===== src/hw/rtl/wls_pkg.sv =====
// shared types, constants and codes for the windowed latency statistics block
package wls_pkg;

  localparam int NUM_SCOPES_DEF    = 9;
  localparam int WINDOW_FRAMES_DEF = 1024;
  localparam int TOP_CAPACITY_DEF  = 11;
  localparam int LOW_DIVISOR_DEF   = 100;

  localparam logic [1:0] FUNC_RECORD    = 2'd0;
  localparam logic [1:0] FUNC_END_FRAME = 2'd1;
  localparam logic [1:0] FUNC_QUERY     = 2'd2;

  typedef struct packed {
    logic [1:0]  func;
    logic [3:0]  scope;
    logic [31:0] elapsed_us;
    logic [31:0] frame_us;
    logic        whole_frame;
  } cmd_t;

  typedef struct packed {
    logic [31:0] average_us;
    logic [31:0] max_us;
    logic [31:0] worst_percent_us;
    logic [31:0] average_entries;
  } stats_t;

  // controller to datapath
  typedef struct packed {
    logic load;        // capture command
    logic record;      // add to accumulator
    logic ef_clear;    // start end-frame sweep
    logic ef_step;     // store one scope, clear it
    logic ef_finish;   // store frame time, advance ring
    logic q_init;      // clear query sums
    logic q_read;      // issue ring read
    logic q_acc;       // fold read data
    logic top_step;    // add one top value
    logic div_start;   // start divider
    logic div_step;    // one quotient bit
    logic div_next;    // move to next division
    logic zero_out;    // result all zeros
  } ctl_t;

  // datapath to controller
  typedef struct packed {
    logic [1:0] func;
    logic       scope_ok;
    logic       have_frames;
    logic       ef_last;
    logic       q_last;
    logic       top_last;
    logic       div_done;
    logic       div_all;
    logic       ins_busy;
  } sts_t;

endpackage


===== src/hw/rtl/wls_controller.sv =====
// controller state machine sequencing records, end-frame sweeps and queries
module wls_controller (
  input  logic          clk,
  input  logic          rst,
  input  logic          start,
  output logic          busy,
  output logic          done,
  input  wls_pkg::sts_t sts,
  output wls_pkg::ctl_t ctl
);

  typedef enum logic [3:0] {
    IDLE, DECODE, EF_SWEEP, EF_FIN, Q_READ, Q_DRAIN, Q_TOP, Q_DIV, Q_NEXT, FINISH
  } state_t;

  state_t state;
  logic [1:0] drain;

  assign busy = state != IDLE;

  always_comb begin
    ctl = '0;
    ctl.load      = (state == IDLE) && start;
    ctl.record    = (state == DECODE) && (sts.func == wls_pkg::FUNC_RECORD) && sts.scope_ok;
    ctl.ef_clear  = (state == DECODE);
    ctl.q_init    = (state == DECODE);
    ctl.ef_step   = (state == EF_SWEEP);
    ctl.ef_finish = (state == EF_FIN);
    ctl.q_read    = (state == Q_READ) && !sts.ins_busy && !sts.q_last;
    ctl.q_acc     = (state == Q_READ) || (state == Q_DRAIN);
    ctl.top_step  = (state == Q_TOP);
    ctl.div_start = (state == Q_TOP) && sts.top_last;
    ctl.div_step  = (state == Q_DIV);
    ctl.div_next  = (state == Q_NEXT);
    ctl.zero_out  = (state == DECODE) && (sts.func == wls_pkg::FUNC_QUERY)
                    && !(sts.scope_ok && sts.have_frames);
  end

  always_ff @(posedge clk) begin
    done <= 1'b0;
    if (rst) begin
      state <= IDLE;
      drain <= '0;
    end else begin
      unique case (state)
        IDLE: if (start) state <= DECODE;
        DECODE: begin
          priority case (sts.func)
            wls_pkg::FUNC_END_FRAME: state <= EF_SWEEP;
            wls_pkg::FUNC_QUERY:
              state <= (sts.scope_ok && sts.have_frames) ? Q_READ : FINISH;
            default: state <= IDLE;
          endcase
        end
        EF_SWEEP: if (sts.ef_last) state <= EF_FIN;
        EF_FIN: state <= IDLE;
        // one read outstanding at a time so the insertion engine keeps up
        Q_READ: if (!sts.ins_busy) begin
          if (sts.q_last) state <= Q_TOP;
          else begin
            state <= Q_DRAIN;
            drain <= '0;
          end
        end
        Q_DRAIN: begin
          drain <= drain + 2'd1;
          if (drain == 2'd1) state <= Q_READ;
        end
        Q_TOP: if (sts.top_last) state <= Q_DIV;
        Q_DIV: if (sts.div_done) state <= Q_NEXT;
        Q_NEXT: state <= sts.div_all ? FINISH : Q_DIV;
        FINISH: begin
          done <= 1'b1;
          state <= IDLE;
        end
        default: state <= IDLE;
      endcase
    end
  end

  // a record never leaves the idle-decode pair
  assert property (@(posedge clk) disable iff (rst)
    (state == DECODE && sts.func == wls_pkg::FUNC_RECORD) |=> state == IDLE)
    else $error("record did not return to idle");
  assert property (@(posedge clk) disable iff (rst) done |-> $past(state) == FINISH)
    else $error("result strobe outside finish");
  assert property (@(posedge clk) disable iff (rst) (state == Q_TOP) |-> !sts.ins_busy)
    else $error("top sum started while insertion running");

endmodule


===== config.mk =====
export PLATFORM = sky130hd
export DESIGN_NAME = wls_controller
export DESIGN_NICKNAME = d
export VERILOG_FILES = /design/src/hw/rtl/wls_pkg.sv /design/src/hw/rtl/wls_controller.sv
export SDC_FILE = /design/constraint.sdc
export NUM_CORES = 1
export LEC_CHECK = 0
export BUFFER_PORTS_ARGS = -buffer_cell sky130_fd_sc_hd__buf_2
export CELL_PAD_IN_SITES_DETAIL_PLACEMENT = 2
export CELL_PAD_IN_SITES_GLOBAL_PLACEMENT = 2
export CORE_ASPECT_RATIO = 1.25
export CORE_MARGIN = 2
export CORE_UTILIZATION = 20
export DETAILED_ROUTE_END_ITERATION = 12
export MAX_ROUTING_LAYER = met4
export PLACE_DENSITY_LB_ADDON = 0.1
export SETUP_SLACK_MARGIN = 0.3
export SLEW_MARGIN = 20
export SYNTH_ARGS = -nofsm -noshare
export SYNTH_HDL_FRONTEND = slang
export SYNTH_SLANG_ARGS = --single-unit

===== constraint.sdc =====
create_clock -name clk -period 1.37 [get_ports clk]
set_input_delay 0.0685 -clock clk [delete_from_list [all_inputs] [get_ports clk]]
set_output_delay 0.0685 -clock clk [all_outputs]
set_load 0.005 [all_outputs]

# Word-level counts from Yosys, hierarchy flattened
# Cells that the tools add are included.
# word_totals
ff_bits	7
in_bits	13
out_inout_bits	15
# classes
mux	15
eq_ne	19
addsub	1
n_reduce_logical	19
# op_table
op	n
$mux 4	8
$pmux 4 s8	1
$eq 4x3->1 const B	4
$ne 2x2->1 const B	6
$logic_and 1x1->1	9
$eq 4x2->1 const B	2
$eq 4x4->1 const B	2
$pmux 4 s2	1
$mux 2	3
$reduce_and 6->1	1
$eq 2x1->1 const B	2
$eq 4x1->1 const B	1
$logic_not 4->1	1
$pmux 2 s2	1
$reduce_bool 4->1	1
$logic_not 1->1	3
$reduce_and 3->1	1
$add 2x1->2 const B	1
$eq 2x2->1 const B	1
$logic_not 2->1	1
$ne 2x1->1 const B	1
$reduce_bool 2->1	1
$logic_or 1x1->1	1
$mux 1	1

# Depth between registers and ports, before layout
# Gate-level depths: netlist (run 1).
# logic_depth
ltp_word	4
depth_mapped	6

# Worst setup path before layout (run 1)
# No wires, ideal clock.
# synth_timing
path_type	reg-to-reg
startpoint	reg state[3]
endpoint	reg state[0]
path_buffers	1
path_slack_ns	-0.194
setup_ns	0.070
synth_period_minus_slack_ns	1.564
arrival_time_ns	1.494
stages_incl_launch_ff	6
path_cell_list	dfxtp_1 > buf_6 > or4b_4 > a2111oi_4 > o311ai_1 > a21oi_1
# synth_via
elab_chain_len	3
word_cells_on_any_way	16
# synth_lines
item	line_no	text
start: declaration	wls_controller.sv:16	state_t state;
start signal: assignment	wls_controller.sv:51	state <= (sts.scope_ok && sts.have_frames) ? Q_READ : FINISH;
start signal: assignment	wls_controller.sv:71	Q_NEXT: state <= sts.div_all ? FINISH : Q_DIV;
$eq 4x3->1, or another cell as far along	wls_controller.sv:45	unique case (state)
$ne 2x1->1 (no line) or $ne 2x2->1 (tied branches)	-	
$reduce_and 6->1 (no line)	-	
# Parallel ways exist; a longest one is shown, timed or not.
# A chain may end at the register's enable or synchronous reset.

# Worst setup path after layout (run 1)
# Ends and elaborated chain as after synthesis.

==> results of run 1 <==
stage by stage:
step	util (%)	std cells	hold slack (ns)	total power, W
2_1_floorplan	-	76	0.138	0.000485
3_3_place_gp	30.6	145	0.349	0.000674
3_5_place_dp	30.6	145	0.350	0.000678
4_1_cts	36.9	154	0.0871	0.00102
5_1_grt	38.7	156	0.0953	0.00114
6_report	38.7	156	0.0913	0.00106
sequential cells by signal, summed over array words and instances (netlist names):
name   count
drain      2
done       1
state      4
cell type report:
type	count	area, µm²
repair buffers	49	319
clock buffers	4	26.3
inverters	4	15.0
multi-input cells	58	503
flip-flops and latches	7	141
fillers	336	1660
well taps	34	42.5
layer usage:
metal	up-vias	wire length (µm)	track usage (%)	part of all wire, %
met4	0	0	5.92	0
met2	20	1490	32.1	59
met3	0	80	1.64	3.2
met5	-	0	-	0
li1	366	-	-	-
met1	361	943	17.7	38
cells by family (layout without fill, tap and decap cells):
family / Yosys count / after routing / synth area share (%)
AOI/OAI and AO/OA: 15 / 15 / 21.9
adders and majority gates: 1 / 1 / 2.16
and+or+nand+nor: 41 / 41 / 40.3
DFF: 7 / 7 / 24.2
muxes: 1 / 1 / 1.73
buffers and inverters: 11 / 57 / 9.74
repair_timing:
item,4_1_cts,5_1_grt
pin swaps,6,4
gates resized for setup,26,5
setup endpoints to repair,21,21
buffers inserted,5,2
Yosys cell counts, types with 2 or more instances:
master    count
dfxtp_1       7
nand2_1       6
inv_1         4
a21oi_1       3
a31oi_1       2
nand3b_1      2
nor2_1        7
a211oi_1      2
and3_1        4
nor3_1        7
nor3b_1       2
nand2b_1      5
buf_2         2
worst max path at each step:
stage | end | depth (start not counted)
3_3_place_gp | state[0]$_SDFFE_PP0P_ | 4
4_1_cts | ctl[0] | 3
6_report | state[0]$_SDFFE_PP0P_ | 5
2_1_floorplan | state[0]$_SDFFE_PP0P_ | 5
3_5_place_dp | state[0]$_SDFFE_PP0P_ | 4
5_1_grt | state[0]$_SDFFE_PP0P_ | 5
report_power, final:
part	switching [W]	leakage [nW]	total, W	internal, W
Clock	0.0000928	0.0150	0.000205	0.000112
Combinational	0.000302	0.405	0.000618	0.000316
Sequential	0.0000170	0.0572	0.000240	0.000223
Total	0.000412	0.477	0.00106	0.000652
==> results.md, run 1 <==
- Synth area leader: dfxtp_1
- Failing checks: setup timing
- H-tree depth: 1
- CP peak stage delay: 0.58 ns
- Post-DP HPWL: roughly 1700 µm
- Worst-Skew Late Latency: about 0.26 ns
- Antenna cells: 0
- Min-Delay Startpoint: rst
- IO Pins: 28
- Die Ht: roughly 64 µm
- Leading cell type in the layout, fill and taps excluded: buf_2
- Endpoint of the worst register-to-register path: state[0]$_SDFFE_PP0P_
- Die width: 52.1 µm
- Cell Rows: 21
- Clock transition at path regs: 0.06 ns
- Rel. slew slack: 79.2%
- Gate count after technology mapping: 76
- Async SR Flop Fraction: 0%
- Final instance area: 1050 µm²
- Drt first pass iters: 4
- 1st-iter DRT viols: 4
- Max-slew violations: 0
- CP required: 1.56 ns
- Crit. End Element: flop
- Critical-path cell list: or4b_4, a2111oi_4, buf_4, o311ai_1, a21oi_1
- DIE AREA: 3340 µm²
- Gr ovfl total: 0
- Synth top area share: around 24%
- Final Hold Fails: 0
- Max Cap Viol: 0
- Final Setup Violations: 11
- DRC: 0
- Cell family with most CP delay: simple AND/OR/NAND/NOR gates
- GPL Wtd Cong: 0.776
- Post-synth EDFFs: 0
- Hold Path End: state[1]$_SDFFE_PP0P_
- Clock Path Buffers: 2
- Worst-path maximum fanout: 3
- P&R area growth vs syn: 81.2%
- Synth Area per Inst: 7.61 µm²
- Clk Tree Root Cell: clkbuf_4
- Mapped Nets: 90
- Leakage power: about 0.48 nW
- Min cycle time layout: 1.62 ns
- WL/cell: approximately 16 µm
- Total Wirelength: 2510 µm
- CTS tree: yes
- Post-route ant nets: 0
- Area of the mapped netlist: between 500 and 600 µm²
- CORE AREA: 2710 µm²
- Yosys warning total: 0
- Starting density of the core: 21.4%
- CP Buf/Inv Count: 1
- R2r setup slk: -0.25 ns
- Unique masters post-synth: 36
- Initial antenna violation count: 0
- Setup Skew: around 0.0066 ns
- Worst Path Arrival: 1.81 ns
- Worst slew pin tran: just over 0.3 ns
- Largest net degree at the start of global routing: 15
- Detailed-route via count: about 750
- RSZ-0062 raised after global routing: yes
- Fin crit share: 118%
- Port bufs: 27
- Post-synthesis register bit count: 7
- Worst hold path depth: 2
- Cell Pwr Density: 1020 nW/µm²
- Dpl ws: -0.131 ns
- Setup TNS: -1.72 ns
- Commonest non-fill, non-tap cells in the layout: 27 x buf_2, 18 x buf_4, 6 x dfxtp_1
- Clock Sinks: 7
- Peak VDD IR: roughly 0.33 mV
- CP Launch Type: flop
- CP startpoint: state[3]$_SDFFE_PP0P_
- Post-route setup slack: -0.251 ns
- Status: finished with violations
- Layout cell share with drive strength beyond 1: 62.3%
- Nets: 137
- F_max: 617 MHz
- Critical path's slowest cell: or4b_4
- Total global-route track usage: around 17%
- Post-synthesis sequential area ratio: 24.2%
- Dpl cell area: 827 µm²
- FF-to-FF path depth: 5
- Number of buffers created by CTS: 3
- First-pass GRT wire length: ~4000 µm
- Post-DR vias/cell: 4.79
- Reg2reg start: state[3]$_SDFFE_PP0P_
- Area contributors post-synth: dfxtp_1 24%, nor3_1 6.1%, nand2b_1 5.4%
- Ys flop type: dfxtp_1
- WS Path Type: reg2reg
- # hold bufs at CTS: 0
- Vias in the first global route: 828
- Worst min-delay path category: in2reg
(Power assumes the default switching activity.)
==> run 2, diff against run 1 <==
==> constraint.sdc (replaced) <==
create_clock -name clk -period 1.37 [get_ports clk]
set_input_delay 0.2055 -clock clk [delete_from_list [all_inputs] [get_ports clk]]
set_output_delay 0.2055 -clock clk [all_outputs]
set_load 0.005 [all_outputs]
==> run 2 against run 1 <==
The run still ends with setup timing left; worst hold slack gained 0.19 ns; die area is the same; sequential share of layout area shrank 2.8 points; cell area grew 27%; first-iteration DRC count is the same; final cell count grew 6.4%; clock skew shrank 0.0030 ns; flip-flop and latch count is the same; clock power shrank 9.8%.
==> results.md, run 2 (synthesis gave the netlist of run 1 again) <==
- Status: finished with violations
- Failing checks: setup timing
- Total global-route track usage: 16.4%
- P_int: 0.000743 W
- Post-DP HPWL: 1710 µm
- Final Setup Violations: 20
- Post-DR vias/cell: ~4.8
- F_max: 565 MHz
- Die width: between 50 and 60 µm
- Dpl cell area: 827 µm²
- H-tree depth: 1
- Clock Path Buffers: 2
- CP required: 1.48 ns
- Final instance area: 1330 µm²
- Setup TNS: -5.19 ns
- Starting density of the core: 21.4%
- Worst Path Arrival: about 1.9 ns
- Gr ovfl total: 0
- Layout cell share with drive strength beyond 1: between 70% and 80%
- GPL Wtd Cong: 0.762
- Final core occ: 49.2%
- Max reg flops: 4
- Clock transition at path regs: 0.05 ns
- Critical-path cell list: buf_4, buf_6, buf_8, or2b_1, buf_6, nor4_4, a311oi_1, a211oi_2
- Final Hold Fails: 0
- Port bufs: 27
- Worst-Skew Late Latency: between 0.2 and 0.3 ns
- Critical path's slowest cell: a311oi_1
- P&R area growth vs syn: 131%
- Leading cell type in the layout, fill and taps excluded: buf_2
- Die Ht: 64.1 µm
- Worst slew pin tran: 0.464 ns
- 1st-iter DRT viols: 4
- Setup Skew: about 0.0036 ns
- Grt met1 use: 17.5%
- Vias in the first global route: 852
- Comb power frac: between 60% and 70%
- Initial antenna violation count: 0
- Final Total Pwr: 0.00124 W
- Grt met3 use: 2.80%
- RSZ-0062 raised after global routing: yes
- Sequential share of power: between 10% and 20%
- Clk network pwr share: 14.9%
- DIE AREA: 3340 µm²
- Post-route ant nets: 0
- Fin crit share: 129%
- CORE AREA: 2710 µm²
- CP peak stage delay: about 0.4 ns
- Biggest register: state
- Busiest grt layer: met2
- Fill cell count: 294
- Max Cap Viol: 0
- Total Wirelength: 3150 µm
- Antenna cells: 0
- Detailed-route via count: 789
- Most frequent CP cell: buf_6
- Crit. End Element: flop
- Post-route setup slack: -0.399 ns
- Leakage power: roughly 0.57 nW
- Rel. slew slack: between 60% and 70%
- Worst-path maximum fanout: 7
- Sw Ratio: 39.8%
- Nets: approximately 150
- Clock Sinks: 7
- Sequential cell area: 143 µm²
- Number of buffers created by CTS: 3
- IO Pins: 28
- Net Switching: around 0.0005 W
- Worst min-delay path category: in2reg
- DRC: 0
- Cell Rows: 21
- Multi-input logic area: 624 µm²
- Peak VDD IR: ~0.47 mV
- WL/cell: 19.0 µm
- WS Path Type: reg2reg
- First-pass GRT wire length: 3990 µm
- Max-slew violations: 0
- Largest regs: state x4, drain x2, done x1
- Min cycle time layout: ~1.8 ns
- Commonest non-fill, non-tap cells in the layout: 23 x buf_2, 21 x buf_6, 13 x buf_4
- Drt first pass iters: 4
- Largest net degree at the start of global routing: 17
- CP Launch Type: flop
- CTS tree: yes
- Met2 usage: a little under a third
- Dpl ws: -0.176 ns
- Cell Pwr Density: 927 nW/µm²
- Clk Tree Root Cell: clkbuf_4
-- run 2: changes by cell type in the layout (fill, tap and decap cells not counted), sizes merged --
cell	delta
buf	+10
-- run 2: critical path: cells and delay by family (launching register included) --
family / cells / cell delay, ns
DFF: 1 / 0.31
and+or+nand+nor: 2 / 0.27
AOI/OAI and AO/OA: 2 / 0.55
buffers and inverters: 4 / 0.50
-- run 2: layer usage --
metal	up-vias	wire length [µm]
li1	385	-
met1	389	1250
met2	15	1840
met3	0	62
met4	0	0
met5	-	0
-- run 2: worst paths after layout --
kind                         start                    end  slack (ns)  depth (start not counted)
max          state[3]$_SDFFE_PP0P_  state[1]$_SDFFE_PP0P_       -0.40                          8
min                            rst  drain[1]$_SDFFE_PP0P_        0.29                          2
max reg2reg  state[3]$_SDFFE_PP0P_  state[1]$_SDFFE_PP0P_       -0.40                          8
min reg2reg  drain[1]$_SDFFE_PP0P_  drain[1]$_SDFFE_PP0P_        0.52                          2
-- run 2: power groups by stage --
stage / sequential [W] / combinational (W) / clock, W
after global routing: 0.000238 / 0.000865 / 0.000210
after CTS: 0.000236 / 0.000655 / 0.000195
final: 0.000236 / 0.000814 / 0.000185
after detailed placement: 0.000235 / 0.000437 / 0
after floorplan: 0.000229 / 0.000292 / 0
after global placement: 0.000235 / 0.000431 / 0
-- run 2: what timing repair did --
item / CTS / global route
endpoints found under the setup margin: 21 / 21
setup buffers: 14 / 4
hold buffers: 0 / 0
gates resized for setup: 45 / 27
pin swaps: 13 / 8
-- run 2: layout make-up --
type | instances | share of cell area [%]
Multi-Input combinational cell | 58 | 46.9
Timing Repair Buffer | 59 | 36.0
Sequential cell | 7 | 10.7
Tap cell | 34 | 3.19
Clock buffer | 4 | 1.97
Inverter | 4 | 1.31
-- run 2: metrics by stage --
step | instances | hold WS [ns]
3_3_place_gp | 144 | 0.460
4_1_cts | 162 | 0.234
5_1_grt | 166 | 0.290
6_report | 166 | 0.286
3_5_place_dp | 144 | 0.482
2_1_floorplan | 76 | 0.275
==> run 3, diff against run 2 <==
--- a/config.mk
+++ b/config.mk
@@ -13,7 +13,7 @@
 export CORE_UTILIZATION = 20
 export DETAILED_ROUTE_END_ITERATION = 12
 export MAX_ROUTING_LAYER = met4
-export PLACE_DENSITY_LB_ADDON = 0.1
+export PLACE_DENSITY = 0.71
 export SETUP_SLACK_MARGIN = 0.3
 export SLEW_MARGIN = 20
 export SYNTH_ARGS = -nofsm -noshare
==> run 3 against run 2 <==
The run still ends with setup timing left; sequential share of layout area increased by 1.3 points; maximum frequency fell by 0.65%; flip-flop and latch count stayed put; global-route usage fell by 0.42 points; worst hold slack worse by 0.038 ns; clock skew is 0.0069 ns higher.
==> results.md, run 3 (synthesis gave the netlist of run 1 again) <==
- Status: finished with violations
- Failing checks: setup timing
- GPL Wtd Cong: 0.794
- Rel. slew slack: 80.0%
- 1st-iter DRT viols: 6
- Biggest register: state
- Largest regs: state x4, drain x2, done x1
- CP Buf/Inv Count: 1
- Top routing layer in use: met4
- H-tree depth: 1
- Max reg flops: 4
- Post-DP HPWL: roughly 1800 µm
- Number of buffers created by CTS: 3
- Post-route ant nets: 0
- Max-slew violations: 0
- Drt first pass iters: 3
- Clk Tree Root Cell: clkbuf_4
- First-pass GRT wire length: 3850 µm
- Largest net degree at the start of global routing: 17
- F_max: around 560 MHz
- CP required: between 1 and 1.5 ns
- Die width: 52.1 µm
- Gr ovfl total: 0
- Worst min-delay path category: in2reg
- Worst-path maximum fanout: 3
- Met1 wire length: about 1100 µm
- # hold bufs at CTS: 0
- Endpoint of the worst register-to-register path: state[3]$_SDFFE_PP0P_
- Critical path's slowest cell: or4b_4
- WS Path Type: reg2out
- FF-to-FF path depth: 6
- Worst slew pin tran: ~0.3 ns
- Final Hold Fails: 0
- Final instance area: between 1000 and 1500 µm²
- Clock Sinks: 7
- Vias in the first global route: around 800
- WL/cell: 16.6 µm
- CTS tree: yes
- Min cycle time layout: 1.78 ns
- Clock Path Buffers: 2
- Cell family with most CP delay: simple AND/OR/NAND/NOR gates
- Cell Rows: 21
- Starting density of the core: 21.4%
- R2r setup slk: -0.32 ns
- Max Cap Viol: 0
- Setup Skew: 0.0104 ns
- Worst hold margin: 0.249 ns
- Reg2reg start: state[3]$_SDFFE_PP0P_
- Post-DR vias/cell: around 4.7
- Dpl ws: -0.151 ns
- CP Launch Type: flop
- Nets: between 100 and 150
- DIE AREA: around 3300 µm²
- Dpl cell area: 827 µm²
- Met3 routed WL: 89 µm
- Critical path depth: 3
- Setup TNS: -4.17 ns
- RSZ-0062 raised after global routing: yes
- Layout cell share with drive strength beyond 1: 68.2%
- DRC: 0
- P&R area growth vs syn: 107%
- Commonest non-fill, non-tap cells in the layout: 24 x buf_2, 17 x buf_4, 14 x buf_6
- CP peak stage delay: a little under 0.6 ns
- Crit. End Element: output port
- Total global-route track usage: 16.0%
- Post-route setup slack: -0.411 ns
- Fin crit share: 130%
- Detailed-route via count: between 700 and 800
- CP startpoint: state[3]$_SDFFE_PP0P_
- CORE AREA: 2710 µm²
- Cell Pwr Density: 921 nW/µm²
- Final Setup Violations: 20
- Peak VDD IR: 0.610 mV
- Antenna cells: 0
- Met2 routed WL: 1480 µm
- Leading cell type in the layout, fill and taps excluded: buf_2
- Port bufs: 27
- Worst Path Arrival: about 1.6 ns
- Worst-Skew Late Latency: 0.27 ns
- Total Wirelength: ~2700 µm
- Die Ht: 64.1 µm
- Critical-path cell list: or4b_4, a2111oi_4, buf_2
- Final Total Pwr: between 0.001 and 0.0015 W
- Critical path endpoint: ctl[0]
- Clock transition at path regs: 0.06 ns
- IO Pins: 28
- Leakage power: 0.534 nW
- Initial antenna violation count: 0
run 3: how the worst min path moves through the flow:
stage,startpoint,to,cells past startpoint,slack (ns)
2_1_floorplan,rst,drain[0]$_SDFFE_PP0P_,1,0.27
3_3_place_gp,drain[0]$_SDFFE_PP0P_,drain[0]$_SDFFE_PP0P_,2,0.46
3_5_place_dp,drain[1]$_SDFFE_PP0P_,drain[1]$_SDFFE_PP0P_,2,0.49
4_1_cts,rst,state[1]$_SDFFE_PP0P_,2,0.23
5_1_grt,sts[9],state[2]$_SDFFE_PP0P_,3,0.26
6_report,rst,state[1]$_SDFFE_PP0P_,2,0.25
run 3: repair_timing:
action,4_1_cts,5_1_grt
resized for setup,28,23
endpoints found under the setup margin,21,21
buffers inserted,4,11
pin swaps,6,10
run 3: worst register-to-register path: cells and delay by family (launching register included):
kind	cells	cell delay, ns
compound gates	2	0.26
flops	1	0.33
buf+inv	2	0.26
simple gates	2	0.76
run 3: metrics by stage:
stage	util (%)	instances
3_3_place_gp	30.6	144
4_1_cts	37.0	152
6_report	44.2	163
2_1_floorplan	-	76
3_5_place_dp	30.6	144
5_1_grt	44.2	163
run 3: final cells by class:
| cell class | count | area (µm²) |
|---|---|---|
| repair buffers | 56 | 420 |
| clock buffers | 4 | 26.3 |
| well taps | 34 | 42.5 |
| fillers | 297 | 1510 |
| flip-flops and latches | 7 | 144 |
| inverters | 4 | 15.0 |
| multi-input cells | 58 | 547 |
run 3: per-layer routing:
| metal | up-vias | track usage, % |
|---|---|---|
| met5 | - | - |
| met4 | 0 | 1.97 |
| met3 | 4 | 4.44 |
| met2 | 13 | 27.7 |
| met1 | 373 | 18.6 |
| li1 | 381 | - |
run 3: power breakdown:
part           internal, W  switching [W]
Clock             0.000112      0.0000902
Combinational     0.000332       0.000326
Sequential        0.000224      0.0000164
